## src/hw/rtl/json_byte_tokenizer_macros.svh

```systemverilog
// Assertion macros shared by the tokenizer RTL.
`ifndef JSON_BYTE_TOKENIZER_MACROS_SVH
`define JSON_BYTE_TOKENIZER_MACROS_SVH

// Condition implies consequence in the same cycle.
`define JBT_ASSERT_NOW(label, clk, rst, ante, cons) \
   label: assert property (@(posedge clk) disable iff (rst) (ante) |-> (cons)) \
      else $error("tokenizer check failed");

// Condition implies consequence in the next cycle.
`define JBT_ASSERT_NEXT(label, clk, rst, ante, cons) \
   label: assert property (@(posedge clk) disable iff (rst) (ante) |=> (cons)) \
      else $error("tokenizer check failed");

`endif

```

## src/hw/rtl/jbt_pkg.sv

```systemverilog
// Package: types, constants and word tables of the JSON byte tokenizer.
`default_nettype none
package jbt_pkg;

   localparam int MAX_BUFFER = 4096;
   localparam int OFF_W      = $clog2(MAX_BUFFER + 1);
   localparam int START_MAX  = 4095;
   localparam int LEN_MAX    = 4096;

   typedef enum logic [3:0] {
      MODE_IDLE     = 4'd0,
      MODE_STR      = 4'd1,
      MODE_STR_ESC  = 4'd2,
      MODE_NUM_INT  = 4'd3,
      MODE_NUM_FRAC = 4'd4,
      MODE_NUM_EXPS = 4'd5,
      MODE_NUM_EXP  = 4'd6,
      MODE_LIT      = 4'd7,
      MODE_ERR      = 4'd8
   } mode_type;

   typedef enum logic [3:0] {
      TK_LBRACE = 4'd0,
      TK_RBRACE = 4'd1,
      TK_LBRACK = 4'd2,
      TK_RBRACK = 4'd3,
      TK_COLON  = 4'd4,
      TK_COMMA  = 4'd5,
      TK_STRING = 4'd6,
      TK_NUMBER = 4'd7,
      TK_TRUE   = 4'd8,
      TK_FALSE  = 4'd9,
      TK_NULL   = 4'd10,
      TK_END    = 4'd11,
      TK_ERROR  = 4'd12
   } tk_type;

   typedef enum logic [1:0] {
      WORD_TRUE  = 2'd0,
      WORD_FALSE = 2'd1,
      WORD_NULL  = 2'd2
   } word_type;

   typedef struct packed {
      tk_type      kind;
      logic [11:0] start;
      logic [12:0] len;
   } tok_type;

   // What the first byte of a token does.
   typedef struct packed {
      logic       emit;
      tk_type     kind;
      mode_type   mode;
      logic       lit;
      word_type   word;
      logic       set_begin;
      logic       begin_plus1;
   } start_res_type;

   localparam logic [7:0] CH_LBRACE = 8'h7B;
   localparam logic [7:0] CH_RBRACE = 8'h7D;
   localparam logic [7:0] CH_LBRACK = 8'h5B;
   localparam logic [7:0] CH_RBRACK = 8'h5D;
   localparam logic [7:0] CH_COLON  = 8'h3A;
   localparam logic [7:0] CH_COMMA  = 8'h2C;
   localparam logic [7:0] CH_QUOTE  = 8'h22;
   localparam logic [7:0] CH_BSLASH = 8'h5C;
   localparam logic [7:0] CH_MINUS  = 8'h2D;
   localparam logic [7:0] CH_PLUS   = 8'h2B;
   localparam logic [7:0] CH_DOT    = 8'h2E;
   localparam logic [7:0] CH_0      = 8'h30;
   localparam logic [7:0] CH_9      = 8'h39;
   localparam logic [7:0] CH_LO_E   = 8'h65;
   localparam logic [7:0] CH_UP_E   = 8'h45;
   localparam logic [7:0] CH_SPACE  = 8'h20;
   localparam logic [7:0] CH_TAB    = 8'h09;
   localparam logic [7:0] CH_CR     = 8'h0D;
   localparam logic [7:0] CH_T      = 8'h74;
   localparam logic [7:0] CH_F      = 8'h66;
   localparam logic [7:0] CH_N      = 8'h6E;

   function automatic logic [2:0] word_len(input word_type w);
      logic [2:0] r;
      case (w)
         WORD_FALSE: r = 3'd5;
         default:    r = 3'd4;
      endcase
      return r;
   endfunction

   function automatic logic [7:0] word_char(input word_type w, input logic [2:0] idx);
      logic [7:0] r;
      r = 8'h00;
      case (w)
         WORD_FALSE: begin
            case (idx)
               3'd0:    r = 8'h66;
               3'd1:    r = 8'h61;
               3'd2:    r = 8'h6C;
               3'd3:    r = 8'h73;
               3'd4:    r = 8'h65;
               default: r = 8'h00;
            endcase
         end
         WORD_NULL: begin
            case (idx)
               3'd0:    r = 8'h6E;
               3'd1:    r = 8'h75;
               3'd2:    r = 8'h6C;
               3'd3:    r = 8'h6C;
               default: r = 8'h00;
            endcase
         end
         default: begin
            case (idx)
               3'd0:    r = 8'h74;
               3'd1:    r = 8'h72;
               3'd2:    r = 8'h75;
               3'd3:    r = 8'h65;
               default: r = 8'h00;
            endcase
         end
      endcase
      return r;
   endfunction

   function automatic logic [11:0] sat_start(input logic [OFF_W-1:0] v);
      logic [11:0] r;
      if (32'(v) > START_MAX) r = 12'(START_MAX);
      else r = 12'(v);
      return r;
   endfunction

   function automatic logic [12:0] sat_len(input logic [OFF_W-1:0] v);
      logic [12:0] r;
      if (32'(v) > LEN_MAX) r = 13'(LEN_MAX);
      else r = 13'(v);
      return r;
   endfunction

endpackage
`default_nettype wire

```

## src/hw/rtl/jbt_req_if.sv

```systemverilog
// Interface: byte input channel of the tokenizer.
`default_nettype none
interface jbt_req_if;
   logic       valid;
   logic       ready;
   logic [7:0] input_byte;
   logic       last_byte;

   modport source (output valid, output input_byte, output last_byte, input ready);
   modport sink   (input valid, input input_byte, input last_byte, output ready);
endinterface
`default_nettype wire

```

## src/hw/rtl/jbt_rsp_if.sv

```systemverilog
// Interface: token output channel of the tokenizer.
`default_nettype none
interface jbt_rsp_if;
   logic        valid;
   logic        ready;
   logic [3:0]  token_kind;
   logic [11:0] token_start;
   logic [12:0] token_length;
   logic        run_last;

   modport source (output valid, output token_kind, output token_start,
                   output token_length, output run_last, input ready);
   modport sink   (input valid, input token_kind, input token_start,
                   input token_length, input run_last, output ready);
endinterface
`default_nettype wire

```

## src/hw/rtl/json_byte_tokenizer.sv

```systemverilog
// Latency: the first token of a byte is shown in the cycle after the byte is accepted.
// Throughput: one byte per cycle while each byte makes at most one token and the output
// is taken; after a byte that makes more, input waits until the three-entry token buffer holds one.
// Reset (synchronous): lexer back to idle, offset zero, token buffer empty.
// Top level: streaming JSON tokenizer, one byte per item.
`default_nettype none
`include "json_byte_tokenizer_macros.svh"
module json_byte_tokenizer (
   input  wire        clock,
   input  wire        reset,
   jbt_req_if.sink    req,
   jbt_rsp_if.source  rsp
);

   // lexer state
   jbt_pkg::mode_type            mode_ff, mode_in;
   jbt_pkg::word_type            word_ff, word_in;
   logic [2:0]                   idx_ff, idx_in;
   logic [jbt_pkg::OFF_W-1:0]    off_ff, off_in;
   logic [jbt_pkg::OFF_W-1:0]    begin_ff, begin_in;

   // token buffer, slot 0 is shown
   jbt_pkg::tok_type             slot_ff [3];
   jbt_pkg::tok_type             slot_in [3];
   logic [1:0]                   cnt_ff, cnt_in;

   jbt_pkg::tok_type             cand [4];
   logic [3:0]                   cand_v;
   jbt_pkg::tok_type             new_slot [3];
   logic [1:0]                   new_cnt;

   logic fire, take;

   function automatic logic is_digit(input logic [7:0] b);
      return (b >= jbt_pkg::CH_0) && (b <= jbt_pkg::CH_9);
   endfunction

   function automatic jbt_pkg::start_res_type start_tok(input logic [7:0] b);
      jbt_pkg::start_res_type r;
      r = '0;
      r.mode = jbt_pkg::MODE_IDLE;
      r.kind = jbt_pkg::TK_ERROR;
      r.word = jbt_pkg::WORD_TRUE;
      case (b) inside
         jbt_pkg::CH_LBRACE: begin r.emit = 1'b1; r.kind = jbt_pkg::TK_LBRACE; end
         jbt_pkg::CH_RBRACE: begin r.emit = 1'b1; r.kind = jbt_pkg::TK_RBRACE; end
         jbt_pkg::CH_LBRACK: begin r.emit = 1'b1; r.kind = jbt_pkg::TK_LBRACK; end
         jbt_pkg::CH_RBRACK: begin r.emit = 1'b1; r.kind = jbt_pkg::TK_RBRACK; end
         jbt_pkg::CH_COLON:  begin r.emit = 1'b1; r.kind = jbt_pkg::TK_COLON; end
         jbt_pkg::CH_COMMA:  begin r.emit = 1'b1; r.kind = jbt_pkg::TK_COMMA; end
         jbt_pkg::CH_QUOTE: begin
            r.mode        = jbt_pkg::MODE_STR;
            r.set_begin   = 1'b1;
            r.begin_plus1 = 1'b1;
         end
         jbt_pkg::CH_T, jbt_pkg::CH_F, jbt_pkg::CH_N: begin
            r.mode      = jbt_pkg::MODE_LIT;
            r.lit       = 1'b1;
            r.set_begin = 1'b1;
            if (b == jbt_pkg::CH_T) r.word = jbt_pkg::WORD_TRUE;
            else if (b == jbt_pkg::CH_F) r.word = jbt_pkg::WORD_FALSE;
            else r.word = jbt_pkg::WORD_NULL;
         end
         jbt_pkg::CH_SPACE, [jbt_pkg::CH_TAB:jbt_pkg::CH_CR]: begin
         end
         jbt_pkg::CH_MINUS, [jbt_pkg::CH_0:jbt_pkg::CH_9]: begin
            r.mode      = jbt_pkg::MODE_NUM_INT;
            r.set_begin = 1'b1;
         end
         default: begin
            r.emit = 1'b1;
            r.kind = jbt_pkg::TK_ERROR;
            r.mode = jbt_pkg::MODE_ERR;
         end
      endcase
      return r;
   endfunction

   assign fire = req.valid && req.ready;
   assign take = rsp.valid && rsp.ready;

   // accept while the buffer is empty or drains its final token
   assign req.ready = (cnt_ff == 2'd0) || ((cnt_ff == 2'd1) && rsp.ready);

   // lexer step for the byte at the input
   always_comb begin
      jbt_pkg::start_res_type  st;
      jbt_pkg::word_type       wk;
      logic [7:0]              b;
      logic                    num_end;
      logic                    do_start;
      logic [2:0]              wl;

      b        = req.input_byte;
      mode_in  = mode_ff;
      word_in  = word_ff;
      idx_in   = idx_ff;
      off_in   = off_ff;
      begin_in = begin_ff;
      num_end  = 1'b0;
      do_start = 1'b0;
      st       = '0;
      wk       = (word_ff == jbt_pkg::WORD_FALSE || word_ff == jbt_pkg::WORD_NULL) ?
                 word_ff : jbt_pkg::WORD_TRUE;
      wl       = jbt_pkg::word_len(wk);
      cand_v   = '0;
      for (int i = 0; i < 4; i++) begin
         cand[i] = '0;
      end

      if (32'(off_ff) >= jbt_pkg::MAX_BUFFER) begin
         // past the buffer limit: one error, offset stays put
         if (mode_ff != jbt_pkg::MODE_ERR) begin
            cand_v[0]     = 1'b1;
            cand[0].kind  = jbt_pkg::TK_ERROR;
            cand[0].start = jbt_pkg::sat_start(off_ff);
            mode_in       = jbt_pkg::MODE_ERR;
         end
      end else begin
         off_in = off_ff + 1'b1;
         case (mode_ff)
            jbt_pkg::MODE_STR: begin
               if (b == jbt_pkg::CH_BSLASH) begin
                  mode_in = jbt_pkg::MODE_STR_ESC;
               end else if (b == jbt_pkg::CH_QUOTE) begin
                  cand_v[0]     = 1'b1;
                  cand[0].kind  = jbt_pkg::TK_STRING;
                  cand[0].start = jbt_pkg::sat_start(begin_ff);
                  cand[0].len   = jbt_pkg::sat_len(off_ff - begin_ff);
                  mode_in       = jbt_pkg::MODE_IDLE;
               end
            end
            jbt_pkg::MODE_STR_ESC: mode_in = jbt_pkg::MODE_STR;
            jbt_pkg::MODE_LIT: begin
               if (idx_ff < wl && b == jbt_pkg::word_char(wk, idx_ff)) begin
                  idx_in = idx_ff + 3'd1;
                  if (idx_in == wl) begin
                     cand_v[0]     = 1'b1;
                     cand[0].kind  = jbt_pkg::tk_type'(4'(jbt_pkg::TK_TRUE) + 4'(wk));
                     cand[0].start = jbt_pkg::sat_start(begin_ff);
                     cand[0].len   = 13'(wl);
                     mode_in       = jbt_pkg::MODE_IDLE;
                     idx_in        = 3'd0;
                  end
               end else begin
                  cand_v[0]     = 1'b1;
                  cand[0].kind  = jbt_pkg::TK_ERROR;
                  cand[0].start = jbt_pkg::sat_start(begin_ff);
                  mode_in       = jbt_pkg::MODE_ERR;
               end
            end
            jbt_pkg::MODE_ERR: begin
            end
            jbt_pkg::MODE_NUM_INT: begin
               if (is_digit(b)) begin
               end else if (b == jbt_pkg::CH_DOT) mode_in = jbt_pkg::MODE_NUM_FRAC;
               else if (b == jbt_pkg::CH_LO_E || b == jbt_pkg::CH_UP_E)
                  mode_in = jbt_pkg::MODE_NUM_EXPS;
               else num_end = 1'b1;
            end
            jbt_pkg::MODE_NUM_FRAC: begin
               if (is_digit(b)) begin
               end else if (b == jbt_pkg::CH_LO_E || b == jbt_pkg::CH_UP_E)
                  mode_in = jbt_pkg::MODE_NUM_EXPS;
               else num_end = 1'b1;
            end
            jbt_pkg::MODE_NUM_EXPS: begin
               if (is_digit(b) || b == jbt_pkg::CH_PLUS || b == jbt_pkg::CH_MINUS)
                  mode_in = jbt_pkg::MODE_NUM_EXP;
               else num_end = 1'b1;
            end
            jbt_pkg::MODE_NUM_EXP: begin
               if (!is_digit(b)) num_end = 1'b1;
            end
            default: do_start = 1'b1;
         endcase

         // a number closed by this byte; the byte then starts a token
         if (num_end) begin
            cand_v[0]     = 1'b1;
            cand[0].kind  = jbt_pkg::TK_NUMBER;
            cand[0].start = jbt_pkg::sat_start(begin_ff);
            cand[0].len   = jbt_pkg::sat_len(off_ff - begin_ff);
            do_start      = 1'b1;
         end

         if (do_start) begin
            st      = start_tok(b);
            mode_in = st.mode;
            if (st.emit) begin
               cand_v[1]     = 1'b1;
               cand[1].kind  = st.kind;
               cand[1].start = jbt_pkg::sat_start(off_ff);
            end
            if (st.lit) begin
               word_in = st.word;
               idx_in  = 3'd1;
            end
            if (st.set_begin) begin
               begin_in = off_ff + jbt_pkg::OFF_W'(st.begin_plus1);
            end
         end
      end

      if (req.last_byte) begin
         case (mode_in)
            jbt_pkg::MODE_STR, jbt_pkg::MODE_STR_ESC: begin
               cand_v[2]     = 1'b1;
               cand[2].kind  = jbt_pkg::TK_STRING;
               cand[2].start = jbt_pkg::sat_start(begin_in);
               cand[2].len   = jbt_pkg::sat_len(off_ff + 1'b1 - begin_in);
            end
            jbt_pkg::MODE_NUM_INT, jbt_pkg::MODE_NUM_FRAC,
            jbt_pkg::MODE_NUM_EXPS, jbt_pkg::MODE_NUM_EXP: begin
               cand_v[2]     = 1'b1;
               cand[2].kind  = jbt_pkg::TK_NUMBER;
               cand[2].start = jbt_pkg::sat_start(begin_in);
               cand[2].len   = jbt_pkg::sat_len(off_ff + 1'b1 - begin_in);
            end
            jbt_pkg::MODE_LIT: begin
               cand_v[2]     = 1'b1;
               cand[2].kind  = jbt_pkg::TK_ERROR;
               cand[2].start = jbt_pkg::sat_start(begin_in);
            end
            default: begin
            end
         endcase
         cand_v[3]     = 1'b1;
         cand[3].kind  = jbt_pkg::TK_END;
         cand[3].start = jbt_pkg::sat_start(off_ff);
         // buffer done: start the next one from scratch
         mode_in  = jbt_pkg::MODE_IDLE;
         word_in  = jbt_pkg::WORD_TRUE;
         idx_in   = 3'd0;
         off_in   = '0;
         begin_in = '0;
      end
   end

   // pack the candidates in order, at most three
   always_comb begin
      logic [2:0] n;
      n = 3'd0;
      for (int i = 0; i < 3; i++) begin
         new_slot[i] = '0;
      end
      for (int i = 0; i < 4; i++) begin
         if (cand_v[i] && n < 3'd3) begin
            new_slot[n[1:0]] = cand[i];
            n = n + 3'd1;
         end
      end
      new_cnt = n[1:0];
   end

   always_comb begin
      slot_in = slot_ff;
      cnt_in  = cnt_ff;
      if (take) begin
         slot_in[0] = slot_ff[1];
         slot_in[1] = slot_ff[2];
         cnt_in     = cnt_ff - 2'd1;
      end
      if (fire) begin
         slot_in = new_slot;
         cnt_in  = new_cnt;
      end
   end

   always_ff @(posedge clock) begin
      if (reset) begin
         mode_ff  <= jbt_pkg::MODE_IDLE;
         word_ff  <= jbt_pkg::WORD_TRUE;
         idx_ff   <= 3'd0;
         off_ff   <= '0;
         begin_ff <= '0;
         cnt_ff   <= 2'd0;
      end else begin
         cnt_ff <= cnt_in;
         if (fire) begin
            mode_ff  <= mode_in;
            word_ff  <= word_in;
            idx_ff   <= idx_in;
            off_ff   <= off_in;
            begin_ff <= begin_in;
         end
      end
   end

   always_ff @(posedge clock) begin
      slot_ff <= slot_in;
   end

   assign rsp.valid        = (cnt_ff != 2'd0);
   assign rsp.token_kind   = slot_ff[0].kind;
   assign rsp.token_start  = slot_ff[0].start;
   assign rsp.token_length = slot_ff[0].len;
   assign rsp.run_last     = (cnt_ff == 2'd1);

   `JBT_ASSERT_NOW(a_ready_only_when_draining, clock, reset,
      (cnt_ff != 2'd0 && cnt_ff != 2'd1), !req.ready)
   `JBT_ASSERT_NEXT(a_last_gives_token, clock, reset,
      (fire && req.last_byte), (cnt_ff != 2'd0))
   `JBT_ASSERT_NEXT(a_last_restarts, clock, reset,
      (fire && req.last_byte), (off_ff == '0 && mode_ff == jbt_pkg::MODE_IDLE))
   `JBT_ASSERT_NOW(a_offset_bounded, clock, reset,
      1'b1, (32'(off_ff) <= jbt_pkg::MAX_BUFFER))

endmodule
`default_nettype wire
```

## src/flat_wrapper.sv

```systemverilog
// flat-port wrapper written by rule: the top's interface ports become plain ports
module json_byte_tokenizer_flat 
  (clock, reset, req_valid, req_input_byte, req_last_byte, req_ready, rsp_valid, rsp_token_kind, rsp_token_start, rsp_token_length, rsp_run_last, rsp_ready);
  jbt_req_if req_i ();
  jbt_rsp_if rsp_i ();
  input  wire clock;
  input  wire reset;
  input wire logic [$bits(req_i.valid)-1:0] req_valid;
  input wire logic [$bits(req_i.input_byte)-1:0] req_input_byte;
  input wire logic [$bits(req_i.last_byte)-1:0] req_last_byte;
  output wire logic [$bits(req_i.ready)-1:0] req_ready;
  output wire logic [$bits(rsp_i.valid)-1:0] rsp_valid;
  output wire logic [$bits(rsp_i.token_kind)-1:0] rsp_token_kind;
  output wire logic [$bits(rsp_i.token_start)-1:0] rsp_token_start;
  output wire logic [$bits(rsp_i.token_length)-1:0] rsp_token_length;
  output wire logic [$bits(rsp_i.run_last)-1:0] rsp_run_last;
  input wire logic [$bits(rsp_i.ready)-1:0] rsp_ready;
  assign req_i.valid = req_valid;
  assign req_i.input_byte = req_input_byte;
  assign req_i.last_byte = req_last_byte;
  assign req_ready = req_i.ready;
  assign rsp_valid = rsp_i.valid;
  assign rsp_token_kind = rsp_i.token_kind;
  assign rsp_token_start = rsp_i.token_start;
  assign rsp_token_length = rsp_i.token_length;
  assign rsp_run_last = rsp_i.run_last;
  assign rsp_i.ready = rsp_ready;
  json_byte_tokenizer u_core (.clock(clock), .reset(reset), .req(req_i), .rsp(rsp_i));
endmodule
```

## config.mk

```make
export PLATFORM = sky130hd
export DESIGN_NAME = json_byte_tokenizer_flat
export DESIGN_NICKNAME = d
export VERILOG_FILES = /design/src/hw/rtl/jbt_pkg.sv /design/src/hw/rtl/jbt_req_if.sv /design/src/hw/rtl/jbt_rsp_if.sv /design/src/hw/rtl/json_byte_tokenizer.sv /design/src/flat_wrapper.sv
export VERILOG_INCLUDE_DIRS = /design/src /design/src/hw/rtl
export SDC_FILE = /design/constraint.sdc
export NUM_CORES = 1
export LEC_CHECK = 0
export BUFFER_PORTS_ARGS = -buffer_cell sky130_fd_sc_hd__buf_2
export CAP_MARGIN = 20
export CORE_ASPECT_RATIO = 1.4
export CORE_UTILIZATION = 65
export CTS_BUF_LIST = sky130_fd_sc_hd__clkbuf_8
export DETAILED_ROUTE_END_ITERATION = 7
export GPL_TIMING_DRIVEN = 0
export PLACE_DENSITY = 0.85
export SLEW_MARGIN = 25
export SYNTH_ARGS = -nofsm -noshare
export SYNTH_HDL_FRONTEND = slang
export SYNTH_SLANG_ARGS = --single-unit
```

## constraint.sdc

```tcl
create_clock -name clock -period 9.5 [get_ports clock]
set_clock_uncertainty 0.15 [all_clocks]
set_input_delay 1.425 -clock clock [delete_from_list [all_inputs] [get_ports clock]]
set_output_delay 1.425 -clock clock [all_outputs]
set_load 0.02 [all_outputs]
```

After elaboration in Yosys (flattened, before gate mapping) --
Cells that the tools add are included.
Word-level totals: bits in registers 124, bits of input ports 13, output and inout port bits 32, logic and storage cells 285
Operators by class: add/sub/neg operators 10, $lt $le $gt $ge 20, eq/ne operators 45, muxes and demuxes 158, bitwise operators 3, reduce and logical (&&, ||, !) cells 34
Operators by type and width (count):
- 87-bit two-way mux | 4
- 87-bit bitwise mux | 3
- 29-bit two-way mux | 7
- 29-bit demux with 2-bit select | 3
- 13-bit two-way mux | 10
- 4-bit two-way mux | 23
- 8-bit by 7-bit == test with 1-bit output, second input constant | 10
- 16-bit two-way mux | 5
- 5-bit two-way mux | 12
- 58-bit two-way mux | 1
- 29-bit case mux with 2 select lines | 1
- 3-bit two-way mux | 19
- 8-bit by 6-bit == test with 1-bit output, second input constant | 7
- 28-bit two-way mux | 2
- 16-bit case mux with 3 select lines | 1
- 45-bit two-way mux | 1
- 1-bit two-way mux | 43
- 13-bit by 12-bit > comparator with 1-bit output, second input constant | 3
- 12-bit two-way mux | 3
- 7-bit case mux with 5 select lines | 1
- 4-bit by 3-bit == test with 1-bit output, second input constant | 8
- 7-bit case mux with 4 select lines | 1
- 13-bit > comparator, second input constant | 2
- 13-bit subtractor | 2
- other kinds (51) | 98

Logic depth before layout (Yosys ltp) --
Gate-level depths: netlist of the first run.
word-level depth 31, mapped depth 26, gate-level depth less buffers 23

Least setup slack after synthesis of the first run --
No wires, ideal clock.
path type input -> register, from input req_input_byte[6], to register u_core.slot_ff (netlist bit u_core.rsp.token_length[12]), data pin, library setup time 261 ps, data arrival time 6021 ps, data required time 9089 ps, path slack 3068 ps, stages 20, buffers on the path 2, cell sequence clkbuf_2 -> or4b_4 -> o311a_1 -> o221ai_2 -> nand2_1 -> a31oi_1 -> a21oi_1 -> nor2_1 -> inv_1 -> ha_1 -> nand2_1 -> nand2_1 -> a311oi_4 -> o21bai_4 -> ha_1 -> nand2_1 -> nand2_1 -> clkbuf_1 -> nor2_2 -> a221o_1
RTL lines:
- start, declared | line flat_wrapper.sv:9 | input wire logic [$bits(req_i.input_byte)-1:0] req_input_byte;
- end signal, assigned | line json_byte_tokenizer.sv:291 | slot_ff <= slot_in;
- end, declared | line json_byte_tokenizer.sv:23 | jbt_pkg::tok_type slot_ff [3];

==> summary.md, run 1 <==
| Metric | Value |
|---|---|
| Sequential area share after synthesis | `0.3484` |
| CTS Buffer Depth | `2` |
| Status | `finished, violations left` |
| Pin count of the biggest net entering global routing | `between 50 and 60` |
| Clock latency on the worst-skew pair | `0.46 ns` |
| Vias in the first global route | `8948` |
| Hold Worst Slack | `0.3352 ns` |
| Initial Utilization | `0.6663` |
| Height of the die | `146.0 um` |
| Peak Freq | `0.1297 GHz` |
| Most frequent cells in the layout | `118 x nor2_1, 96 x nand2_1, 87 x edfxtp_1` |
| Setup crit start | `req_input_byte[1]` |
| CP Class | `input pin to register` |
| Fin crit period | `7.708 ns` |
| Ys async rst share | `0` |
| Worst hold path class | `register to register` |
| EDFF count, synth | `87` |
| CTS tree | `built` |
| CTS Buf Count | `17` |
| Layout area overhead | `9.582%` |
| WL final | `about 32000 um` |
| Residual DRC count | `3` |
| Syn. warnings | `0` |
| H-tree Lvls | `4` |
| Routed WL per cell | `23.14 um` |
| Global-route wire length before repair | `49070 um` |
| Area of the multi-input gates | `0.005560 mm2` |
| Arrival time worst endpoint | `7.74 ns` |
| Reg-to-reg slack, setup | `roughly 2 ns` |
| Failing checks | `DRC` |
| Most used cell, CP | `o21ai_0` |
| Final period util | `0.8114` |
| Final #Nets | `1242` |
| Post-CTS sizing | `0` |
| RSZ-0062 raised after global routing | `no` |
| Clk sinks | `between 100 and 150` |
| Crit. End Element | `register` |
| FF+latch area | `0.003353 mm2` |
| Tot GR Track Use | `0.4229` |
| Yosys reg bits | `124` |
| Synth top area share | `0.2715` |
| Maxcap violations | `0` |
| Slowest cell on crit path | `o21ai_0` |
| Max-slew headroom | `0.2521` |
| Final Max Tran Viols | `0` |
| Largest area contributor in the netlist | `edfxtp_1` |
| Drt first pass iters | `8` |
| Routability congestion estimate | `1.030` |
| Root buf cell | `clkbuf_8` |
| Final setup vio count | `0` |
| Reg2reg start | `u_core.idx_ff[2]` |
| Top cells by area, synth | `edfxtp_1 27%, dfxtp_1 7.7%, ha_1 5.7%, nor2_1 4.6%, nand2_1 3.8%` |
| Number of antenna violations at the first check in global routing | `1` |
| Clk pin slew, worst setup/hold paths | `0.09 ns` |
| Routed vias | `9448` |
| Vias per inst | `6.827` |
| Cell row count | `52` |
| Final core utilization | `0.7302` |
| Synth cell types | `95` |
| WP data required | `9.53 ns` |
| HPWL Detailed | `24030 um` |
| Num ports | `45` |
| 1st-iter DRT viols | `around 1100` |
| Final Hold Viols | `0` |
| CP max stage delay | `0.81 ns` |
| Worst setup SP type | `input pin` |
| Crit path to | `u_core.slot_ff[6]` |
| Final ANT Viol Nets | `0` |
| Mapped Cells | `1121` |
| Number of post-CTS setup repair buffers | `0` |
| Hold_buf cts | `0` |
| Max FO, Critical Path | `10` |
| Setup TNS Final | `0 ns` |
| DIE AREA | `0.01530 mm2` |
| # diodes | `0` |
| Crit path cell chain | `buf_2 > buf_1 > o21ai_0 > a32oi_1 > o211ai_1 > a31oi_1 > nand2_1 > buf_1 > clkbuf_1 > o21ai_0 > inv_1 > ha_1 > a21oi_1 > o21ai_0 > o21ai_0 > o21ai_0 > o21a_1 > o21ai_0 > nand2_1 > a311oi_1 > nor3_1 > a41oi_2 > nor3b_1` |
| Synthesized area | `0.009624 mm2` |
| Syn avg cell area | `approximately 8.6 um2` |
| Port Buffer Count | `40` |
| Proportion of layout cells with a drive suffix above 1 | `0.1314` |
| Worst r2r dst | `u_core.rsp.token_length[12]` |
| Placed insts | `1352` |
| Prevailing post-synth register cell | `edfxtp_1` |
| Synthesized Nets | `1181` |
| GRT overflow | `0` |
| Number of cells on the worst reg-to-reg path | `24` |
| Commonest non-fill, non-tap cell in the layout | `nor2_1` |
| Leak | `3.841 nW` |
| Filler cell count | `1172` |
| Final Non-Filler Cells | `1384` |
| Max IR drop VDD | `0.2443 mV` |
| Pwr dens | `241.5 mW/mm2` |
| Die W | `104.8 um` |
| Core box area | `0.01444 mm2` |
| Slew @ Worst Pin | `1.110 ns` |
-- per-layer routing --
metal  vias to the layer above  GRT usage  wire [um]
met3                       161    0.06538       2599
met5                         -          0         13
met4                         2     0.2979       2341
met2                       582     0.7123      15400
li1                       4263          -          -
met1                      4440     0.4905      11670
-- worst max-delay path: cells and delay by family --
kind                       cells  cell delay, ns
AOI/OAI and AO/OA             13            4.09
buffers and inverters          5            1.17
and+or+nand+nor                4            0.66
adders and majority gates      1            0.38
-- cells by family (layout without fill, tap and decap cells) --
group                    Yosys count  in the layout  synth area share
buffers and inverters            158            232           0.07579
multiplexers                       9              9           0.01014
flip-flops                       124            124            0.3484
AO/OA/AOI/OAI                    339            339            0.2557
adder cells (fa/ha/maj)           47             47           0.06344
XOR/XNOR                          52             52           0.04732
AND/OR/NAND/NOR                  392            392            0.1992
-- flip-flops by register name, indices dropped and copies added (netlist names) --
| signal | flops |
|---|---|
| u_core.word_ff | 2 |
| u_core.off_ff | 13 |
| u_core.rsp.token_length | 13 |
| u_core.begin_ff | 13 |
| u_core.mode_ff | 4 |
| u_core.cnt_ff | 2 |
| u_core.rsp.token_kind | 4 |
| u_core.idx_ff | 3 |
| u_core.slot_ff | 58 |
| u_core.rsp.token_start | 12 |
-- report_power, final --
group / internal (mW) / switching (mW)
sequential: 0.825 / 0.0557
clock: 0.265 / 0.254
combinational: 0.413 / 0.735
-- cells in the mapped netlist, types with 12 or more instances --
master and count:
and3_1 12, o21ai_0 60, a31oi_1 16, dfxtp_1 37, nand3_1 29, nor3_1 36
o211ai_1 22, ha_1 44, a22oi_1 15, buf_4 29, o31ai_1 14, o221ai_1 17
nand2b_1 15, inv_1 52, xor2_1 19, a21oi_1 56, nand2_1 97, o21a_1 23
xnor2_1 33, clkbuf_1 53, a211oi_1 12, edfxtp_1 87, nor2_1 118
-- how the worst min path moves through the flow --
stage | end | start | cells after the start | slack [ns]
floorplan | u_core.word_ff[1] | u_core.word_ff[1] | 2 | 0.30
global placement | u_core.word_ff[1] | u_core.word_ff[1] | 2 | 0.32
detailed placement | u_core.word_ff[1] | u_core.word_ff[1] | 2 | 0.33
CTS | u_core.word_ff[1] | u_core.word_ff[1] | 2 | 0.34
global route | u_core.word_ff[1] | u_core.word_ff[1] | 2 | 0.37
finish | u_core.word_ff[1] | u_core.word_ff[1] | 2 | 0.34
-- area by class of cell --
cell class	instances	share of cell area
Multi-Input combinational cell	839	0.5272
Inverter	55	0.01958
Clock buffer	17	0.02219
Timing Repair Buffer	42	0.02349
Clock inverter	15	0.01744
Sequential cell	124	0.3179
Buffer	103	0.04971
Tap cell	189	0.02242
-- stage by stage --
| stage | total power [mW] | setup WS (ns) | cell area, um2 |
|---|---|---|---|
| after detailed placement | 1.999 | 1.629 | 10130 |
| after global placement | 1.955 | 1.287 | 10060 |
| after CTS | 2.516 | 2.051 | 10550 |
| after floorplan | 1.665 | 3.068 | 9624 |
| final | 2.547 | 1.792 | 10550 |
| after global routing | 2.645 | 1.436 | 10550 |
No activity file was read; power rests on OpenSTA's default activity.
==> inputs of run 2 (changes only) <==
Clock period 9.5 ns to 7.4 ns, I/O delays scaled along.
==> summary.md, run 2 (synthesis gave the netlist of run 1 again) <==
| Metric | Value |
|---|---|
| Residual DRC count | `4` |
| Crit path cell chain | `clkbuf_1 > inv_1 > ha_1 > buf_2 > or4_1 > nand3_1 > a32oi_1 > xor2_1 > a2111o_1 > o21ai_0 > a21oi_1 > nor2_2 > inv_1 > ha_1 > nand2_1 > nand2_1 > a311oi_4 > o21bai_4 > ha_1 > nand2_1 > nand2_1 > clkbuf_2 > nor2_2 > a221o_1` |
| Reg2reg start | `u_core.idx_ff[2]` |
| Reg-to-reg slack, setup | `0.36 ns` |
| Routability congestion estimate | `1.030` |
| Vias per inst | `6.784` |
| Failing checks | `DRC` |
| Fin crit period | `between 7 and 8 ns` |
| Placed insts | `approximately 1400` |
| Most frequent cells in the layout | `117 x nor2_1, 95 x nand2_1, 87 x edfxtp_1` |
| Maxcap violations | `0` |
| Commonest non-fill, non-tap cell in the layout | `nor2_1` |
| Number of post-CTS setup repair buffers | `0` |
| Layout area overhead | `9.608%` |
| Leak | `3.844 nW` |
| WL final | `~32000 um` |
| Final setup vio count | `0` |
| Most used cell, CP | `nand2_1` |
| Final Max Tran Viols | `0` |
| Max FFs per register | `58` |
| Global-route wire length before repair | `49070 um` |
| Final Hold Viols | `0` |
| CTS Buf Count | `17` |
| Top delay family on crit path | `compound AO/OA/AOI/OAI gates` |
| Cell row count | `52` |
| Clk pin slew, worst setup/hold paths | `0.09 ns` |
| Hold_buf cts | `0` |
| WP data required | `7.44 ns` |
| DIE AREA | `0.01530 mm2` |
| CP max stage delay | `0.54 ns` |
| Final #Nets | `between 1000 and 1500` |
| Final period util | `0.9517` |
| Final Non-Filler Cells | `1383` |
| Number of cells on the worst reg-to-reg path | `24` |
| Worst setup SP type | `register` |
| Clock latency on the worst-skew pair | `around 0.46 ns` |
| Crit path to | `u_core.rsp.token_length[12]` |
| # diodes | `0` |
| CTS tree | `built` |
| RSZ-0062 raised after global routing | `no` |
| Routed vias | `9382` |
| Initial Utilization | `0.6663` |
| Slowest cell on crit path | `or4_1` |
| Port Buffer Count | `40` |
| Peak Freq | `0.1420 GHz` |
| Core box area | `~0.014 mm2` |
| CTS Buffer Depth | `2` |
| Height of the die | `roughly 150 um` |
| Setup crit start | `u_core.idx_ff[2]` |
| Final core utilization | `0.7303` |
| Clk sinks | `124` |
| Post-CTS sizing | `0` |
| Pwr dens | `309.8 mW/mm2` |
| Root buf cell | `clkbuf_8` |
| GRT overflow | `0` |
| Proportion of layout cells with a drive suffix above 1 | `0.1340` |
| Die W | `104.8 um` |
| HPWL Detailed | `24030 um` |
| Worst r2r dst | `u_core.rsp.token_length[12]` |
| Worst hold path class | `register to register` |
| Max IR drop VDD | `approximately 0.31 mV` |
| Drt first pass iters | `8` |
| Number of antenna violations at the first check in global routing | `1` |
| CP Class | `register to register` |
| 1st-iter DRT viols | `roughly 1000` |
| Buffers & Inverters on Critical Path | `5` |
| Final ANT Viol Nets | `0` |
| Status | `finished, violations left` |
| Max-slew headroom | `0.2578` |
| Biggest register | `u_core.slot_ff` |
| Max FO, Critical Path | `10` |
| Filler cell count | `1173` |
| Slew @ Worst Pin | `1.102 ns` |
| Vias in the first global route | `approximately 8900` |
| Arrival time worst endpoint | `7.08 ns` |
| H-tree Lvls | `4` |
| Crit. End Element | `register` |
| Design Power | `3.268 mW` |
| Tot GR Track Use | `0.4229` |
| CP Depth | `24` |
| Num ports | `45` |
| Pin count of the biggest net entering global routing | `a little over 50` |
| Routed WL per cell | `23.07 um` |
[run 2: where the power goes]
group / total, mW / internal (mW) / switching, mW
Sequential: 1.13 / 1.06 / 0.0711
Combinational: 1.47 / 0.531 / 0.943
Clock: 0.664 / 0.340 / 0.324
[run 2: through the flow]
stage                     hold slack (ns)  instance area [um2]  setup TNS [ns]  setup slack [ns]
after floorplan                    0.2986                 9624               0             1.283
after global placement             0.3159                10060          -5.102           -0.4983
after detailed placement           0.3271                10130          -1.091           -0.1561
after CTS                          0.3389                10550               0           0.07223
after global routing               0.3670                10550               0           0.05696
final                              0.3334                10550               0            0.3577
[run 2: metal layers]
metal	GRT usage	vias up	part of all wire
li1	-	4255	-
met1	0.4905	4374	0.37
met2	0.7123	577	0.48
met3	0.06538	174	0.081
met4	0.2979	2	0.077
met5	0	-	0.00053
[run 2: worst min-delay path by stage]
stage | endpoint | cells after the start | start
after floorplan | u_core.word_ff[1] | 2 | u_core.word_ff[1]
after global placement | u_core.word_ff[1] | 2 | u_core.word_ff[1]
after detailed placement | u_core.word_ff[1] | 2 | u_core.word_ff[1]
after CTS | u_core.word_ff[1] | 2 | u_core.word_ff[1]
after global routing | u_core.word_ff[1] | 2 | u_core.word_ff[1]
final | u_core.word_ff[1] | 2 | u_core.word_ff[1]
[run 2: area by class of cell]
type	instances	area, um2	area share
clock inverters	15	183.9	0.01744
clock buffers	17	234.0	0.02218
plain buffers	102	521.8	0.04946
flip-flops and latches	124	3353	0.3179
well taps	189	236.5	0.02242
multi-input cells	839	5565	0.5276
inverters	55	206.4	0.01957
repair buffers	42	247.7	0.02348
[run 2: tightest hold or removal path, stage by stage, from the launching register on]
cell and delay [ns]:
dfxtp_1 0.33, nand2_1 0.06, a21oi_1 0.05
==> inputs of run 3 (changes only) <==
Settings changed: CELL_PAD_IN_SITES_DETAIL_PLACEMENT set to 1, CELL_PAD_IN_SITES_GLOBAL_PLACEMENT set to 1, CORE_UTILIZATION 65 to 50.
==> summary.md, run 3 (synthesis gave the netlist of run 1 again) <==
| Metric | Value |
|---|---|
| H-tree Lvls | `4` |
| CTS Buf Count | `17` |
| Commonest non-fill, non-tap cell in the layout | `nor2_1` |
| Int Pwr | `1.896 mW` |
| Worst setup SP type | `input pin` |
| Seq pwr share | `0.347` |
| Area of the multi-input gates | `about 0.0056 mm2` |
| Max FO, Critical Path | `13` |
| CP max stage delay | `0.59 ns` |
| Reg-to-reg slack, setup | `0.45 ns` |
| Power share of the combinational group | `0.459` |
| Clock latency on the worst-skew pair | `0.48 ns` |
| Final ANT Viol Nets | `0` |
| Number of cells on the worst reg-to-reg path | `24` |
| # diodes | `0` |
| Tot GR Track Use | `0.3641` |
| Max FFs per register | `58` |
| Maxcap violations | `0` |
| Clk pwr share | `0.194` |
| Routed vias | `about 9400` |
| Peak Freq | `between 0.1 and 0.15 GHz` |
| Arrival time worst endpoint | `about 7.1 ns` |
| Crit path to | `u_core.slot_ff[5]` |
| Final Non-Filler Cells | `1439` |
| Fin crit period | `6.982 ns` |
| Cell row count | `59` |
| Max-slew headroom | `0.2182` |
| CTS Buffer Depth | `2` |
| Layout area overhead | `10.27%` |
| CP Depth | `22` |
| HPWL Detailed | `26730 um` |
| Most frequent cells in the layout | `117 x nor2_1, 95 x nand2_1, 87 x edfxtp_1` |
| Vias per inst | `6.515` |
| Setup crit start | `req_input_byte[6]` |
| Final Hold Viols | `0` |
| Drt first pass iters | `7` |
| Placed insts | `1407` |
| Leak | `3.837 nW` |
| FF+latch area | `about 0.0034 mm2` |
| Reg2reg start | `u_core.idx_ff[2]` |
| Root buf cell | `clkbuf_8` |
| Crit. End Element | `register` |
| Vias in the first global route | `9602` |
| Clk pin slew, worst setup/hold paths | `0.08 ns` |
| RSZ-0062 raised after global routing | `no` |
| Proportion of layout cells with a drive suffix above 1 | `0.1356` |
| 1st-iter DRT viols | `582` |
| GRT overflow | `0` |
| Height of the die | `~170 um` |
| Slowest cell on crit path | `a311oi_1` |
| Routed WL per cell | `24.65 um` |
| Residual DRC count | `0` |
| CP Class | `input pin to register` |
| Final #Nets | `about 1200` |
| Most used cell, CP | `o21ai_0` |
| Num ports | `45` |
| WP data required | `around 7.5 ns` |
| Area after DPL | `0.01020 mm2` |
| Crit path cell chain | `clkbuf_2 > or4b_4 > o311a_1 > o221ai_2 > a31oi_2 > nand2_2 > clkbuf_1 > nand2_1 > o21ai_1 > inv_1 > ha_1 > a21oi_1 > o21ai_0 > o21ai_0 > o21ai_0 > o21a_1 > o21ai_0 > nand2_1 > a311oi_1 > nor3_1 > a41oi_2 > nor3b_1` |
| Top delay family on crit path | `compound AO/OA/AOI/OAI gates` |
| Routability congestion estimate | `0.9848` |
| Worst r2r dst | `u_core.rsp.token_start[11]` |
| Core box area | `0.01875 mm2` |
| Slew @ Worst Pin | `approximately 1.2 ns` |
| Worst hold path class | `register to register` |
| DIE AREA | `~0.020 mm2` |
| Port Buffer Count | `40` |
| Max IR drop VDD | `between 0.15 and 0.2 mV` |
| Hold_buf cts | `0` |
| Global-route wire length before repair | `around 54000 um` |
| Initial Utilization | `0.5133` |
| Status | `complete, no violations` |
| Setup WS post-layout | `0.4177 ns` |
| CTS tree | `built` |
| Die W | `119.3 um` |
| Post-place setup slack | `-0.4524 ns` |
| Pwr dens | `307.8 mW/mm2` |
| Psw | `around 1.4 mW` |
| Final setup vio count | `0` |
| Buffers & Inverters on Critical Path | `3` |
| Hold Worst Slack | `0.3364 ns` |
| Final period util | `0.9436` |
| Clk sinks | `124` |
| Sw Ratio | `0.4198` |
| Final Max Tran Viols | `0` |
| WL final | `35470 um` |
| Number of antenna violations at the first check in global routing | `0` |
| Pin count of the biggest net entering global routing | `51` |
| Filler cell count | `between 2000 and 2500` |
| Biggest register | `u_core.slot_ff` |
| Post-layout instance area | `roughly 0.011 mm2` |
## run 3: final cells by class
cell class / count / share of cell area
plain buffers: 102 / 0.04916
clock buffers: 17 / 0.02205
clock inverters: 14 / 0.01485
inverters: 55 / 0.01945
multi-input cells: 839 / 0.5250
flip-flops and latches: 124 / 0.3160
well taps: 244 / 0.02877
repair buffers: 44 / 0.02476
## run 3: how the worst min path moves through the flow
| stage | startpoint | end | depth (start not counted) |
|---|---|---|---|
| after floorplan | u_core.word_ff[1] | u_core.word_ff[1] | 2 |
| after detailed placement | u_core.word_ff[1] | u_core.word_ff[1] | 2 |
| after global placement | u_core.word_ff[1] | u_core.word_ff[1] | 2 |
| after CTS | u_core.word_ff[1] | u_core.word_ff[1] | 2 |
| after global routing | u_core.word_ff[1] | u_core.word_ff[1] | 2 |
| final | u_core.word_ff[1] | u_core.word_ff[1] | 2 |
## run 3: tightest hold or removal path, delay by kind of cell (launching register included)
kind             cells  cell delay [ns]
AO/OA/AOI/OAI        1             0.05
flip-flops           1             0.33
AND/OR/NAND/NOR      1             0.06
## run 3: what timing repair did
item / 4_1_cts / 5_1_grt
endpoints found under the hold margin: 0 / 0
setup endpoints to repair: 9 / 58
gates resized for setup: 1 / 5
pin swaps: 0 / 1
setup buffers: 0 / 2
## run 3: per-stage QoR
step | total power [mW] | util | setup TNS (ns)
final | 3.267 | 0.5660 | 0
after global placement | 2.541 | 0.5402 | -11.37
after CTS | 3.244 | 0.5648 | 0
after floorplan | 2.137 | - | 0
after detailed placement | 2.604 | 0.5438 | -5.360
after global routing | 3.408 | 0.5660 | 0
## run 3: power by group through the flow
stage / combinational (mW) / clock, mW / sequential (mW)
floorplan: 1.01 / 0 / 1.13
global route: 1.60 / 0.656 / 1.15
CTS: 1.48 / 0.631 / 1.13
global placement: 1.39 / 0 / 1.15
finish: 1.50 / 0.633 / 1.13
detailed placement: 1.46 / 0 / 1.15
## run 3: per-layer routing
metal,track usage,wire length (um),up-vias
met1,0.4032,13460,4580
met3,0.06387,2007,152
li1,-,-,4249
met4,0.2543,2505,0
met5,0,0,-
met2,0.6274,17500,394
